`config.mk`:
```
export PLATFORM = sky130hd
export DESIGN_NAME = radio_frame_checker_with_digest_flat
export DESIGN_NICKNAME = d
export VERILOG_FILES = /design/src/rfc_pkg.sv /design/src/rfc_if.sv /design/src/radio_frame_checker_with_digest.sv /design/src/flat_wrapper.sv
export SDC_FILE = /design/constraint.sdc
export NUM_CORES = 1
export LEC_CHECK = 0
export BUFFER_PORTS_ARGS = -buffer_cell sky130_fd_sc_hd__buf_2
export CORE_MARGIN = 2
export CORE_UTILIZATION = 45
export CTS_CLUSTER_SIZE = 40
export DETAILED_ROUTE_END_ITERATION = 12
export GPL_ROUTABILITY_DRIVEN = 0
export SYNTH_ARGS = -nofsm -noshare
export SYNTH_HDL_FRONTEND = slang
export SYNTH_SLANG_ARGS = --single-unit
export TNS_END_PERCENT = 100
```
`constraint.sdc`:
```
create_clock -name clk -period 7.45 [get_ports clk]
set_input_delay 0.3725 -clock clk [delete_from_list [all_inputs] [get_ports clk]]
set_output_delay 0.3725 -clock clk [all_outputs]
set_load 0.01 [all_outputs]
```
`src/rfc_pkg.sv`:
```
// Shared types, constants and the digest step for the radio frame checker.
// Depends on nothing; every other file of the block but rfc_if.sv imports it.
`timescale 1ns / 1ps

package rfc_pkg;

    // Result status codes, in order of precedence after a short frame.
    typedef enum logic [2:0] {
        ST_OK      = 3'd0,
        ST_SHORT   = 3'd1,
        ST_LONG    = 3'd2,
        ST_MAGIC   = 3'd3,
        ST_VERSION = 3'd4,
        ST_NETWORK = 3'd5,
        ST_LENGTH  = 3'd6
    } status_t;

    localparam int unsigned HeaderLen = 17;

    localparam logic [7:0] MagicByte0   = 8'h44;
    localparam logic [7:0] MagicByte1   = 8'h53;
    localparam logic [7:0] VersionByte  = 8'h03;

    localparam logic [31:0] FnvBasis = 32'd2166136261;

    // One FNV-1a step. The prime 0x01000193 is applied as a sum of shifts:
    // x * (2^24 + 2^8 + 2^7 + 2^4 + 2^1 + 1).
    function automatic logic [31:0] fnv_mix(input logic [31:0] acc, input logic [7:0] b);
        logic [31:0] x;
        begin
            x = acc ^ {24'd0, b};
            fnv_mix = (x << 24) + (x << 8) + (x << 7) + (x << 4) + (x << 1) + x;
        end
    endfunction

endpackage

```
`src/rfc_if.sv`:
```
// Handshake channels of the radio frame checker: received bytes, results and
// the configuration write. Plain valid/ready interfaces, no package needed.
`timescale 1ns / 1ps

interface rfc_byte_if;
    logic       valid;
    logic       ready;
    logic [7:0] frame_byte;
    logic       last;

    modport source (output valid, output frame_byte, output last, input ready);
    modport sink   (input valid, input frame_byte, input last, output ready);
endinterface

interface rfc_result_if;
    logic        valid;
    logic        ready;
    logic [2:0]  status;
    logic [7:0]  frame_type;
    logic [31:0] session_id;
    logic [31:0] sequence_no;
    logic [6:0]  payload_bytes;
    logic [31:0] frame_digest;

    modport source (output valid, output status, output frame_type, output session_id,
                    output sequence_no, output payload_bytes, output frame_digest,
                    input ready);
    modport sink   (input valid, input status, input frame_type, input session_id,
                    input sequence_no, input payload_bytes, input frame_digest,
                    output ready);
endinterface

interface rfc_cfg_if;
    logic        valid;
    logic        ready;
    logic [31:0] data;

    modport source (output valid, output data, input ready);
    modport sink   (input valid, input data, output ready);
endinterface

```
`src/radio_frame_checker_with_digest.sv`:
```
// Top level of the radio frame checker with payload digest.
// Depends on rfc_pkg and the channel interfaces in rfc_if.sv.
`timescale 1ns / 1ps

// The block takes a received frame one byte per item, header first, with the
// final byte marked by last. It checks the 17-byte header (magic 0x44 0x53,
// version 3, big-endian network id in bytes 4 to 7 against the configured
// expected_network), captures type, session, sequence and the declared payload
// length, and folds the type byte and every payload byte into an FNV-1a 32-bit
// digest. The item carrying last produces exactly one result; every other item
// produces none. A failed frame reports the first failure (too short, too long,
// bad magic, bad version, wrong network, length mismatch, in that order) with
// all other result fields zero. Bytes beyond the header plus MAX_PAYLOAD make
// the frame too long and are otherwise ignored. Throughput is one byte per
// clock cycle: an accepted byte sits in an input register, and the frame state
// and digest are then updated from it; the digest step is a shift-and-add
// multiply by the FNV prime. A result is loaded into an output register as
// its last byte leaves the input register and is held there, so the next
// frame keeps streaming while the result waits; input ready only drops when a
// last byte is waiting behind an untaken result. The configuration register may
// be written at any time the block holds no unfinished frame.
module radio_frame_checker_with_digest
    import rfc_pkg::*;
#(
    parameter int unsigned MAX_PAYLOAD = 64
)
(
    input  logic                clk,
    input  logic                rst_n,
    rfc_byte_if.sink            frame_in,
    rfc_result_if.source        result_out,
    rfc_cfg_if.sink             cfg
);

    // Total frame length and the counter's view of it; the count saturates at
    // 255, while the largest legal frame is HeaderLen plus MAX_PAYLOAD bytes.
    localparam int unsigned FrameLen  = HeaderLen + MAX_PAYLOAD;
    localparam logic [8:0]  FrameLenW = 9'(FrameLen);
    localparam logic [8:0]  HeaderW   = 9'(HeaderLen);

    // Configuration register.
    logic [31:0] expected_network_reg;

    // Input register.
    logic        in_valid_reg;
    logic [7:0]  in_byte_reg;
    logic        in_last_reg;

    // Frame state.
    logic [7:0]  byte_count_reg,    byte_count_next;
    status_t     first_fault_reg,   first_fault_next;
    logic [7:0]  type_hold_reg,     type_hold_next;
    logic [31:0] network_shift_reg, network_shift_next;
    logic [31:0] session_hold_reg,  session_hold_next;
    logic [31:0] sequence_hold_reg, sequence_hold_next;
    logic [7:0]  length_hold_reg,   length_hold_next;
    logic [31:0] digest_acc_reg,    digest_acc_next;

    // Result register.
    logic        res_valid_reg;
    status_t     res_status_reg,  res_status_next;
    logic [7:0]  res_type_reg;
    logic [31:0] res_session_reg;
    logic [31:0] res_sequence_reg;
    logic [6:0]  res_length_reg;
    logic [31:0] res_digest_reg;

    logic        res_free;
    logic        proc_fire;
    logic        frame_done;
    logic [8:0]  frame_len;

    // The result slot is free when empty or being emptied this cycle. The
    // registered byte moves on unless it ends a frame and the slot is busy.
    assign res_free   = !res_valid_reg || result_out.ready;
    assign proc_fire  = in_valid_reg && (!in_last_reg || res_free);
    assign frame_done = proc_fire && in_last_reg;

    assign frame_in.ready = !in_valid_reg || proc_fire;
    assign cfg.ready      = 1'b1;

    assign result_out.valid         = res_valid_reg;
    assign result_out.status        = res_status_reg;
    assign result_out.frame_type    = res_type_reg;
    assign result_out.session_id    = res_session_reg;
    assign result_out.sequence_no   = res_sequence_reg;
    assign result_out.payload_bytes = res_length_reg;
    assign result_out.frame_digest  = res_digest_reg;

    // Frame state update for the byte in the input register.
    always_comb
    begin
        byte_count_next    = byte_count_reg;
        first_fault_next   = first_fault_reg;
        type_hold_next     = type_hold_reg;
        network_shift_next = network_shift_reg;
        session_hold_next  = session_hold_reg;
        sequence_hold_next = sequence_hold_reg;
        length_hold_next   = length_hold_reg;
        digest_acc_next    = digest_acc_reg;

        if ({1'b0, byte_count_reg} >= FrameLenW) begin
            // Past the longest legal frame: the overrun overrides any fault.
            first_fault_next = ST_LONG;
        end
        else if ({1'b0, byte_count_reg} >= HeaderW) begin
            digest_acc_next = fnv_mix(digest_acc_reg, in_byte_reg);
        end
        else if (byte_count_reg == 8'd0) begin
            if (in_byte_reg != MagicByte0 && first_fault_reg == ST_OK) begin
                first_fault_next = ST_MAGIC;
            end
        end
        else if (byte_count_reg == 8'd1) begin
            if (in_byte_reg != MagicByte1 && first_fault_reg == ST_OK) begin
                first_fault_next = ST_MAGIC;
            end
        end
        else if (byte_count_reg == 8'd2) begin
            if (in_byte_reg != VersionByte && first_fault_reg == ST_OK) begin
                first_fault_next = ST_VERSION;
            end
        end
        else if (byte_count_reg == 8'd3) begin
            type_hold_next  = in_byte_reg;
            digest_acc_next = fnv_mix(digest_acc_reg, in_byte_reg);
        end
        else if (byte_count_reg <= 8'd7) begin
            network_shift_next = {network_shift_reg[23:0], in_byte_reg};
            if (byte_count_reg == 8'd7 && network_shift_next != expected_network_reg
                && first_fault_reg == ST_OK) begin
                first_fault_next = ST_NETWORK;
            end
        end
        else if (byte_count_reg <= 8'd11) begin
            session_hold_next = {session_hold_reg[23:0], in_byte_reg};
        end
        else if (byte_count_reg <= 8'd15) begin
            sequence_hold_next = {sequence_hold_reg[23:0], in_byte_reg};
        end
        else begin
            length_hold_next = in_byte_reg;
        end

        if (byte_count_reg != 8'hFF) begin
            byte_count_next = byte_count_reg + 8'd1;
        end
    end

    // Status of a frame ending on this byte, using the freshly updated state.
    assign frame_len = {1'b0, byte_count_reg} + 9'd1;

    always_comb
    begin
        if (frame_len < HeaderW) begin
            res_status_next = ST_SHORT;
        end
        else if (first_fault_next != ST_OK) begin
            res_status_next = first_fault_next;
        end
        else if ({1'b0, length_hold_next} != frame_len - HeaderW) begin
            res_status_next = ST_LENGTH;
        end
        else begin
            res_status_next = ST_OK;
        end
    end

    // Configuration register.
    always_ff @(posedge clk or negedge rst_n)
    begin
        if (!rst_n) begin
            expected_network_reg <= '0;
        end
        else if (cfg.valid && cfg.ready) begin
            expected_network_reg <= cfg.data;
        end
    end

    // Input register.
    always_ff @(posedge clk or negedge rst_n)
    begin
        if (!rst_n) begin
            in_valid_reg <= 1'b0;
        end
        else if (frame_in.ready) begin
            in_valid_reg <= frame_in.valid;
        end
    end

    always_ff @(posedge clk)
    begin
        if (frame_in.valid && frame_in.ready) begin
            in_byte_reg <= frame_in.frame_byte;
            in_last_reg <= frame_in.last;
        end
    end

    // Frame state: updated per byte, returned to its reset value after the
    // last byte of a frame.
    always_ff @(posedge clk or negedge rst_n)
    begin
        if (!rst_n) begin
            byte_count_reg    <= '0;
            first_fault_reg   <= ST_OK;
            type_hold_reg     <= '0;
            network_shift_reg <= '0;
            session_hold_reg  <= '0;
            sequence_hold_reg <= '0;
            length_hold_reg   <= '0;
            digest_acc_reg    <= FnvBasis;
        end
        else if (frame_done) begin
            byte_count_reg    <= '0;
            first_fault_reg   <= ST_OK;
            type_hold_reg     <= '0;
            network_shift_reg <= '0;
            session_hold_reg  <= '0;
            sequence_hold_reg <= '0;
            length_hold_reg   <= '0;
            digest_acc_reg    <= FnvBasis;
        end
        else if (proc_fire) begin
            byte_count_reg    <= byte_count_next;
            first_fault_reg   <= first_fault_next;
            type_hold_reg     <= type_hold_next;
            network_shift_reg <= network_shift_next;
            session_hold_reg  <= session_hold_next;
            sequence_hold_reg <= sequence_hold_next;
            length_hold_reg   <= length_hold_next;
            digest_acc_reg    <= digest_acc_next;
        end
    end

    // Result register: loaded at the end of a frame, emptied when taken.
    always_ff @(posedge clk or negedge rst_n)
    begin
        if (!rst_n) begin
            res_valid_reg <= 1'b0;
        end
        else if (frame_done) begin
            res_valid_reg <= 1'b1;
        end
        else if (result_out.ready) begin
            res_valid_reg <= 1'b0;
        end
    end

    always_ff @(posedge clk)
    begin
        if (frame_done) begin
            res_status_reg <= res_status_next;
            if (res_status_next == ST_OK) begin
                res_type_reg     <= type_hold_next;
                res_session_reg  <= session_hold_next;
                res_sequence_reg <= sequence_hold_next;
                res_length_reg   <= length_hold_next[6:0];
                res_digest_reg   <= digest_acc_next;
            end
            else begin
                res_type_reg     <= '0;
                res_session_reg  <= '0;
                res_sequence_reg <= '0;
                res_length_reg   <= '0;
                res_digest_reg   <= '0;
            end
        end
    end

endmodule

```
`src/flat_wrapper.sv`:
```
// flat-port wrapper written by rule: the top's interface ports become plain ports
module radio_frame_checker_with_digest_flat import rfc_pkg::*;
#(
    parameter int unsigned MAX_PAYLOAD = 64
)
  (clk, rst_n, frame_in_valid, frame_in_frame_byte, frame_in_last, frame_in_ready, result_out_valid, result_out_status, result_out_frame_type, result_out_session_id, result_out_sequence_no, result_out_payload_bytes, result_out_frame_digest, result_out_ready, cfg_valid, cfg_data, cfg_ready);
  rfc_byte_if frame_in_i ();
  rfc_result_if result_out_i ();
  rfc_cfg_if cfg_i ();
  input  logic clk;
  input  logic rst_n;
  input wire logic [$bits(frame_in_i.valid)-1:0] frame_in_valid;
  input wire logic [$bits(frame_in_i.frame_byte)-1:0] frame_in_frame_byte;
  input wire logic [$bits(frame_in_i.last)-1:0] frame_in_last;
  output wire logic [$bits(frame_in_i.ready)-1:0] frame_in_ready;
  output wire logic [$bits(result_out_i.valid)-1:0] result_out_valid;
  output wire logic [$bits(result_out_i.status)-1:0] result_out_status;
  output wire logic [$bits(result_out_i.frame_type)-1:0] result_out_frame_type;
  output wire logic [$bits(result_out_i.session_id)-1:0] result_out_session_id;
  output wire logic [$bits(result_out_i.sequence_no)-1:0] result_out_sequence_no;
  output wire logic [$bits(result_out_i.payload_bytes)-1:0] result_out_payload_bytes;
  output wire logic [$bits(result_out_i.frame_digest)-1:0] result_out_frame_digest;
  input wire logic [$bits(result_out_i.ready)-1:0] result_out_ready;
  input wire logic [$bits(cfg_i.valid)-1:0] cfg_valid;
  input wire logic [$bits(cfg_i.data)-1:0] cfg_data;
  output wire logic [$bits(cfg_i.ready)-1:0] cfg_ready;
  assign frame_in_i.valid = frame_in_valid;
  assign frame_in_i.frame_byte = frame_in_frame_byte;
  assign frame_in_i.last = frame_in_last;
  assign frame_in_ready = frame_in_i.ready;
  assign result_out_valid = result_out_i.valid;
  assign result_out_status = result_out_i.status;
  assign result_out_frame_type = result_out_i.frame_type;
  assign result_out_session_id = result_out_i.session_id;
  assign result_out_sequence_no = result_out_i.sequence_no;
  assign result_out_payload_bytes = result_out_i.payload_bytes;
  assign result_out_frame_digest = result_out_i.frame_digest;
  assign result_out_i.ready = result_out_ready;
  assign cfg_i.valid = cfg_valid;
  assign cfg_i.data = cfg_data;
  assign cfg_ready = cfg_i.ready;
  radio_frame_checker_with_digest #(.MAX_PAYLOAD(MAX_PAYLOAD)) u_core (.clk(clk), .rst_n(rst_n), .frame_in(frame_in_i), .result_out(result_out_i), .cfg(cfg_i));
endmodule
```
==> results, run 1 <==
- The area added between synthesis and finish is 14.0%.
- The overall via count from detail_route is 12.8k.
- The worst reg-to-reg path cell count is 18.
- The internal portion of total power is about 4 mW.
- In this run the worst path has a maximum fanout of 13.
- Data arrives at the worst endpoint at approximately 6.7 ns.
- Global routing used a little under a quarter of the available tracks.
- Sequential cells burn 31.0% of the power.
- The number of diodes added for antenna fixing is 0.
- The estimated wirelength of the detail-placed design is between 30000 and 40000 um.
- The clock passes through at most 3 buffers.
- At the pin with the least slew margin, the transition time is about 1.2 ns.
- The cell area after synthesis is around 18000 sq um.
- TritonCTS built the clock tree.
- For this design the ratio of total power to cell area is between 300 and 400 nW/um^2.
- The worst register-to-register path has a setup slack of between 1 and 1.5 ns.
- The endpoint class of the critical path is a flip-flop.
- Synthesis handed over a netlist of 1569 instances.
- The finished layout holds roughly 2.3k standard cells, fillers aside.
- The floorplan step defined a core boundary enclosing 39700 sq um.
- The post-route setup TNS is 0 ns.
- In the routed design, unresolved DRC markers number 0.
- The clock-pin slew on the worst setup and hold paths is 0.06 ns.
- The clock net sink count is 304.
- The number of flops mapped to enable cells by yosys is roughly 120.
- Once the floorplan was initialized, standard cells occupied ~46% of the core.
- The number of placed instances, taps included, is 2188.
- The initial antenna violation count is 0.
- For this design the total switching power over the nets is 2.34 mW.
- The number of core rows is 73.
- Setup repair after global routing left no endpoint under its margin.
- In this run the critical register-to-register path is launched from u_core.in_byte_reg[6]$_DFFE_PP_.
- The area occupied by registers is 8240 sq um.
- The path class of the tightest hold or removal check is primary input to flip-flop.
- After detailed routing, the average wire length per cell comes to 20.7 um.
- The number of hold violations in the final report was 0.
- The Yosys warning count is 0.
- In this run, CTS created clock tree buffers numbering 35.
- The run finished with clean final reports.
- The tool flagged a number of max-cap violations equal to 0.
- The first detailed-routing pass ran for 5 iterations.
- The first global-routing pass estimated 73900 um of wire.
- For this design the top-level I/O count stands at ~160.
- The maximum number of pins on one net before global-route repair is 75.
- The minimum period implied by the final worst setup slack is 6.36 ns.
- A synthesized cell averages 11.6 sq um.
- Across the VDD grid, the largest voltage drop is 0.000152 V.
- The clock network fraction of design power is 29.3%.
- The width of the die is about 200 um.
- Setup violations remaining at the end of the flow were counted as 0.
- The via count of the first global-routing pass came to roughly 13k.
- For this design, the slowest cell found on the critical path is a2111oi_0.
- At the end of the flow, the number of nets in the layout was around 1.9k.
- In this run the number of H-tree levels came out at 2.
- The max-slew violation count was 0.
- In the final layout, the multi-input gates occupy about 9000 sq um.
- The share of post-route cells with drive strength above 1 is 22.9%.
- The leakage power is roughly 9.0 nW.
- Of the total power, the share spent switching nets is between 30 and 40%.
- The start point of the worst min-delay path is frame_in_frame_byte[1].
- The overall die area is approximately 42000 sq um.
- The most used flip-flop cell after synthesis is dfrtp_1.
- The share of synthesized flip-flops with an asynchronous set or reset is between 50% and 60%.
- On the final layout, the worst clock skew is 0.0289 ns.
- The cell at the root of the clock tree is clkbuf_16.
- STA classifies the critical path startpoint as a flip-flop.
- The total routed wirelength is 46700 um.
- The critical path start-end classification is flip-flop to flip-flop.
- Synthesis produced a netlist with a net count of between 1.5k and 2k.
- After clock tree synthesis, the setup repair step added 0 buffers.
- The critical path ends at u_core.result_out.frame_digest[29]$_SDFFCE_PP0P_.
- The critical path goes through buf_4 > xnor2_1 > clkinv_1 > xnor2_1 > ha_1 > inv_1 > fa_1 > inv_1 > fa_1 > ha_1 > and3_1 > nor3b_1 > a211oi_1 > o21ai_0 > a2111oi_0 > nor4_1 > or3_1 > a211oi_1.
- The global-route congestion overflow total is 0.
- STA puts the critical path data required time at between 7 and 8 ns.
- Cells fill 52.0% of the core in the end.
- The launching element of the worst setup path is u_core.in_byte_reg[6]$_DFFE_PP_.
- Clock latency on the worst-skew pair, taken at its later pin, is between 0.5 and 0.6 ns.
- The endpoint identified for the worst register-to-register timing path is u_core.result_out.frame_digest[29]$_SDFFCE_PP0P_.
- The count of buffers inserted at the top-level ports is 161.
- Power comes to a little over 6 mW.
- The netlist uses between 70 and 80 different library cells.
- The count of nets left with antenna violations once routing finished came out at 0.
- Synthesis inferred 304 register bits.
- The detailed-route vias per instance is 5.69.
- The fraction of power consumed by combinational cells is 39.7%.
- The maximum clock frequency is about 160 MHz.
- Measured against its own limit, the worst slew margin works out to 20.8%.
- The number of DRC markers in iteration 0 is 824.
- In this design, the stage delay of the slowest critical-path cell is 0.85 ns.
- Fill cells in the final layout number 3531.
- The final worst-path cycle share is a little under nine tenths.
- The chip height is 205 um.
- The sequential cell area fraction in the yosys report is between 40% and 50%.
-- cell usage in the layout, fill, tap and decap left out, types with 63 or more instances in the layout --
cell and n:
ha_1 67, nor2_1 85, inv_1 127, dfrtp_1 167
fa_1 68, buf_2 160, a21oi_1 63, nor3_2 89
mux2i_1 114, edfxtp_1 123, a22o_1 83
-- power by group through the flow --
stage,Clock (mW),Combinational (mW),Sequential [mW]
6_report,1.82,2.47,1.93
5_1_grt,1.94,2.75,1.95
3_5_place_dp,0,2.43,1.97
2_1_floorplan,0,1.88,1.95
4_1_cts,1.87,2.44,1.94
3_3_place_gp,0,2.39,1.97
-- worst min-delay path by stage --
stage / slack (ns) / to / cells past startpoint
final: 0.03 / u_core.in_byte_reg[1]$_DFFE_PP_ / 1
after global routing: 0.01 / u_core.in_byte_reg[1]$_DFFE_PP_ / 1
after global placement: 0.42 / u_core.expected_network_reg[18]$_DFFE_PN0P_ / 1
after floorplan: 0.08 / u_core.byte_count_reg[0]$_DFFE_PN0P_ / 0
after detailed placement: 0.42 / u_core.expected_network_reg[18]$_DFFE_PN0P_ / 1
after CTS: 0.003 / u_core.in_byte_reg[1]$_DFFE_PP_ / 1
-- cells by family after synthesis --
logic type | Yosys count | share of synthesized area (%)
other cells | 1 | 0.0207
fa+ha+maj | 135 | 12.1
xor+xnor | 101 | 4.96
mux | 147 | 8.34
flops | 304 | 45.5
buf+inv | 222 | 5.04
compound gates | 308 | 12.0
simple gates | 351 | 12.1
-- area by class of cell --
| cell class | instances | area share (%) |
|---|---|---|
| clock buffers | 43 | 4.53 |
| clock inverters | 20 | 1.35 |
| inverters | 128 | 2.33 |
| multi-input cells | 1043 | 43.6 |
| flip-flops and latches | 304 | 39.9 |
| well taps | 525 | 3.18 |
| repair buffers | 192 | 5.10 |
-- cells in the mapped netlist, types with 5 or more instances --
| cell type | count | area (sq um) |
|---|---|---|
| buf_1 | 6 | 22.5 |
| nor3_1 | 29 | 145 |
| xor2_1 | 45 | 394 |
| xnor2_1 | 55 | 482 |
| nor4_1 | 13 | 81.3 |
| o21ai_0 | 54 | 270 |
| clkbuf_1 | 75 | 282 |
| mux2_2 | 33 | 372 |
| nand3_1 | 17 | 85.1 |
| edfxtp_1 | 123 | 3690 |
| and2_1 | 5 | 31.3 |
| nor2b_1 | 11 | 68.8 |
| a211oi_1 | 15 | 113 |
| ha_1 | 67 | 838 |
| nor2_1 | 87 | 327 |
| a22o_1 | 83 | 727 |
| dfstp_2 | 14 | 368 |
| o211ai_1 | 5 | 37.5 |
| nand2b_1 | 6 | 37.5 |
| or3_1 | 8 | 50.1 |
| buf_6 | 10 | 113 |
| a21o_1 | 17 | 128 |
| a31oi_1 | 5 | 31.3 |
| o21bai_1 | 6 | 45.0 |
| inv_1 | 127 | 477 |
| dfrtp_1 | 167 | 4180 |
| nand2_1 | 45 | 169 |
| nor3_2 | 89 | 891 |
| o21ai_1 | 5 | 25.0 |
| o31ai_1 | 7 | 52.6 |
| a21oi_1 | 63 | 315 |
| a311oi_1 | 5 | 43.8 |
| mux2i_1 | 114 | 1140 |
| and3_1 | 10 | 62.6 |
| nand4_1 | 8 | 50.1 |
| fa_1 | 68 | 1360 |
-- repair_timing --
item,in CTS,in global routing
resized for setup,0,0
hold buffers,4,0
endpoints found under the hold margin,70,0
-- critical path, delay by kind of cell (launching register included) --
family          cells  cell delay (ns)
flops               1             0.36
simple gates        4             0.99
compound gates      4             1.86
xor+xnor            2             0.72
buf+inv             4             0.67
fa+ha+maj           4             1.59
-- metal layers --
metal / global-route usage [%] / vias up / routed length (um)
li1: - / 5890 / -
met1: 32.4 / 6472 / 21100
met2: 35.7 / 383 / 21800
met3: 3.91 / 75 / 2690
met4: 6.70 / 0 / 1190
met5: 0 / - / 0
-- through the flow --
stage	hold WS (ns)	area [sq um]	setup slack, ns
CTS	0.00316	20700	1.13
global placement	0.418	19400	1.26
floorplan	0.0769	18100	2.14
global route	0.0138	20700	0.711
detailed placement	0.416	19400	1.15
finish	0.0265	20700	1.09
No activity file was read; power rests on OpenSTA's default activity.
==> run 2, diff against run 1 <==
--- a/config.mk
+++ b/config.mk
@@ -11,6 +11,7 @@
 export CTS_CLUSTER_SIZE = 40
 export DETAILED_ROUTE_END_ITERATION = 12
 export GPL_ROUTABILITY_DRIVEN = 0
+export PLACE_DENSITY = 0.66
 export SYNTH_ARGS = -nofsm -noshare
 export SYNTH_HDL_FRONTEND = slang
 export SYNTH_SLANG_ARGS = --single-unit
==> constraint.sdc (replaced) <==
create_clock -name clk -period 5.51 [get_ports clk]
set_input_delay 0.2755 -clock clk [delete_from_list [all_inputs] [get_ports clk]]
set_output_delay 0.2755 -clock clk [all_outputs]
set_load 0.01 [all_outputs]
==> run 2 against run 1 <==
Non-clock buffer count increased by 54. Combinational power is 42% higher. Critical path depth shrank 1. Die area unchanged. Cell count increased by 2.4%. Register-to-register slack worse by 0.88 ns. Count of clock-buffer cells in the layout increased by 3. Critical path type unchanged. Largest cell class unchanged.
==> results, run 2 (synthesis gave the netlist of run 1 again) <==
- The clock net sink count is 304 (unchanged).
- The number of violations of the max-capacitance limit came to 0 (unchanged).
- The initial antenna violation count was 0 (unchanged).
- The leakage power is 9.23 nW (was 9.00 nW).
- The final routed DRC violation total is 0 (unchanged).
- The arrival time at the worst endpoint is 5.68 ns (was 6.72 ns).
- The total power was 8.44 mW (was 6.23 mW).
- The required time reported for the critical path endpoint was 5.89 ns (was 7.81 ns).
- The launching element type of the critical path is a flip-flop (unchanged).
- The maximum clock skew at final layout is 0.0176 ns (was 0.0289 ns).
- The overall die area is 41900 sq um (unchanged).
- The clock tree from TritonCTS is done (unchanged).
- The number of H-tree levels is 2 (unchanged).
- The number of clock buffers inserted by TritonCTS is 36 (was 35).
- The hold-critical path depth was 3 (was 1).
- The minimum period implied by the final worst setup slack was 5.30 ns (was 6.36 ns).
- The most common library cell in the layout ignoring fill and taps was dfrtp_1 (unchanged).
- The worst-case headroom to the max-slew limit is 25.4% (was 20.8%).
- The cell at the root of the clock tree was clkbuf_16 (unchanged).
- The total of fill cells in the finished design is 3423 (was 3531).
- The power density over cell area was 399 nW/um^2 (was 302 nW/um^2).
- The final instance count without filler cells is 2310 (was 2255).
- The total routed wirelength was 47500 um (was 46700 um).
- The overall via count from detail_route is 13.1k (was 12.8k).
- The maximum number of pins on one net before global-route repair is 105 (was 75).
- The endpoint class of the critical path is a flip-flop (unchanged).
- The maximum fanout along the worst path is 6 (was 13).
- The worst-case setup slack after placement is -0.363 ns (was 1.15 ns).
- The antenna violation net count after detailed routing was 0 (unchanged).
- The maximum resistive drop on vdd is 0.000233 V (was 0.000152 V).
- The detailed-route vias per instance was 5.67 (was 5.69).
- The global-route congestion overflow total is 0 (unchanged).
- The final worst-path setup slack is 0.209 ns (was 1.09 ns).
- The class of the most critical hold timing path is primary input to flip-flop (unchanged).
- The post-detailed-route wirelength per cell came to 20.5 um (was 20.7 um).
- The total global routing track utilization was 23.0% (was 22.8%).
- The initial core utilization is 45.6% (unchanged).
- The number of diodes added for antenna fixing was 0 (unchanged).
- The transition time of the tightest slew-check pin is 1.12 ns (was 1.19 ns).
- The maximum clock frequency was 189 MHz (was 157 MHz).
- The maximum count of clock buffers along a single path was 3 (unchanged).
- The delay of the slowest critical-path stage came to 0.51 ns (was 0.85 ns).
- The iteration count of the initial detailed-routing pass came to 5 (unchanged).
- The estimated wirelength of the detail-placed design came to 33000 um (was 32700 um).
- Cells along the critical path: xnor2_4 > inv_1 > fa_1 > inv_1 > fa_1 > inv_1 > fa_1 > ha_1 > a211oi_1 > o21ai_0 > a31oi_1 > o21ai_0 > a311oi_2 > buf_4 > o2111ai_1 > o41a_1 > a211oi_1 (was buf_4 > xnor2_1 > clkinv_1 > xnor2_1 > ha_1 > inv_1 > fa_1 > inv_1 > fa_1 > ha_1 > and3_1 > nor3b_1 > a211oi_1 > o21ai_0 > a2111oi_0 > nor4_1 > or3_1 > a211oi_1).
- The max-slew violation count is 0 (unchanged).
- The number of DRC markers in iteration 0 is 1210 (was 824).
- The count of buffers inserted at the top-level ports is 161 (unchanged).
- The clock-pin slew on the worst setup and hold paths is 0.06 ns (about the same).
- The placeable core region is 39700 sq um (unchanged).
- The clock insertion delay at the later pin of the skew report is 0.55 ns (about the same).
- The worst reg-to-reg path cell count was 17 (was 18).
- The number of placed cells counting well taps is 2203 (was 2188).
- The number of buffers inserted by post-CTS setup repair was 0 (unchanged).
- Most used cells in the layout excluding fill and tap cells: 167 x dfrtp_1, 160 x buf_2, 127 x inv_1 (unchanged).
- The width of the die is 205 um (unchanged).
- The cell type of the slowest stage on the worst timing path is fa_1 (was a2111oi_0).
- The area added between synthesis and finish was 16.7% (was 14.0%).
- The chip height is 205 um (unchanged).
- The I/O pin count is 163 (unchanged).
- The critical path start-end classification is flip-flop to flip-flop (unchanged).
- The final worst-path cycle share came to 96.2% (was 85.4%).
- The first-pass GRT wire length came to 75000 um (was 73900 um).
- The share of post-route cells with drive strength above 1 is 23.0% (was 22.9%).
- The via count of the first global-routing pass is 13.5k (was 12.7k).
- The net count of the finished layout is 1940 (was 1885).
- The number of core rows is 73 (unchanged).
- The number of setup violations in the final report is 0 (unchanged).
- Result of the run: complete, no violations (unchanged).
- The number of hold violations in the final report is 0 (unchanged).
run 2: worst max-delay path, delay by kind of cell, from the launching register on:
| family | cells | cell delay, ns |
|---|---|---|
| AO/OA/AOI/OAI | 8 | 1.94 |
| XOR/XNOR | 1 | 0.38 |
| adder cells (fa/ha/maj) | 4 | 1.82 |
| buffers and inverters | 4 | 0.49 |
| flip-flops | 1 | 0.48 |
run 2: routing by layer:
metal	wire length [um]	track usage, %	vias up	share of wire (%)
met1	20900	31.9	6549	44
li1	-	-	6010	-
met5	0	0	-	0
met4	1450	7.92	0	3.1
met3	2990	4.18	98	6.3
met2	22100	36.4	443	47
run 2: area by class of cell:
| type | instances | area, sq um | share of cell area (%) |
|---|---|---|---|
| inverter | 128 | 480 | 2.27 |
| timing repair buffer | 246 | 1570 | 7.42 |
| tap | 525 | 657 | 3.10 |
| multi-input combinational | 1043 | 9080 | 42.9 |
| clock inverter | 18 | 151 | 0.716 |
| sequential | 304 | 8240 | 38.9 |
| clock buffer | 46 | 980 | 4.63 |
run 2: path summary, 6_finish.rpt:
kind | from | to | slack, ns
worst max-delay path | u_core.in_byte_reg[7]$_DFFE_PP_ | u_core.result_out.frame_digest[30]$_SDFFCE_PP0P_ | 0.21
worst min-delay path | result_out_ready | u_core.result_out.valid$_DFFE_PN0P_ | 0.06
worst max register to register | u_core.in_byte_reg[7]$_DFFE_PP_ | u_core.result_out.frame_digest[30]$_SDFFCE_PP0P_ | 0.21
worst min register to register | u_core.sequence_hold_reg[28]$_DFFE_PN0P_ | u_core.sequence_hold_reg[28]$_DFFE_PN0P_ | 0.50
max in group asynchronous | rst_n | u_core.session_hold_reg[10]$_DFFE_PN0P_ | 3.89
min in group asynchronous | rst_n | u_core.network_shift_reg[8]$_DFFE_PN0P_ | 0.43
run 2: where the power goes:
part	switching, mW	internal (mW)	leakage, nW
Combinational	2.12	1.38	5.10
Clock	0.965	1.36	0.555
Sequential	0.131	2.49	3.58
run 2: repair_timing:
| action | CTS | global route |
|---|---|---|
| hold buffers | 43 | 0 |
| gates resized for setup | 4 | 6 |
| setup endpoints to repair | 8 | 7 |
| hold endpoints to repair | 141 | 0 |
run 2: through the flow:
stage          cell area [sq um]  util (%)  TNS, ns  hold WS, ns
2_1_floorplan              18100         -        0      -0.0201
3_3_place_gp               19500      49.2  -0.0326        0.480
3_5_place_dp               19500      49.2    -1.09        0.480
4_1_cts                    21100      53.2        0       0.0365
5_1_grt                    21200      53.2  -0.0177       0.0724
6_report                   21200      53.2        0       0.0627
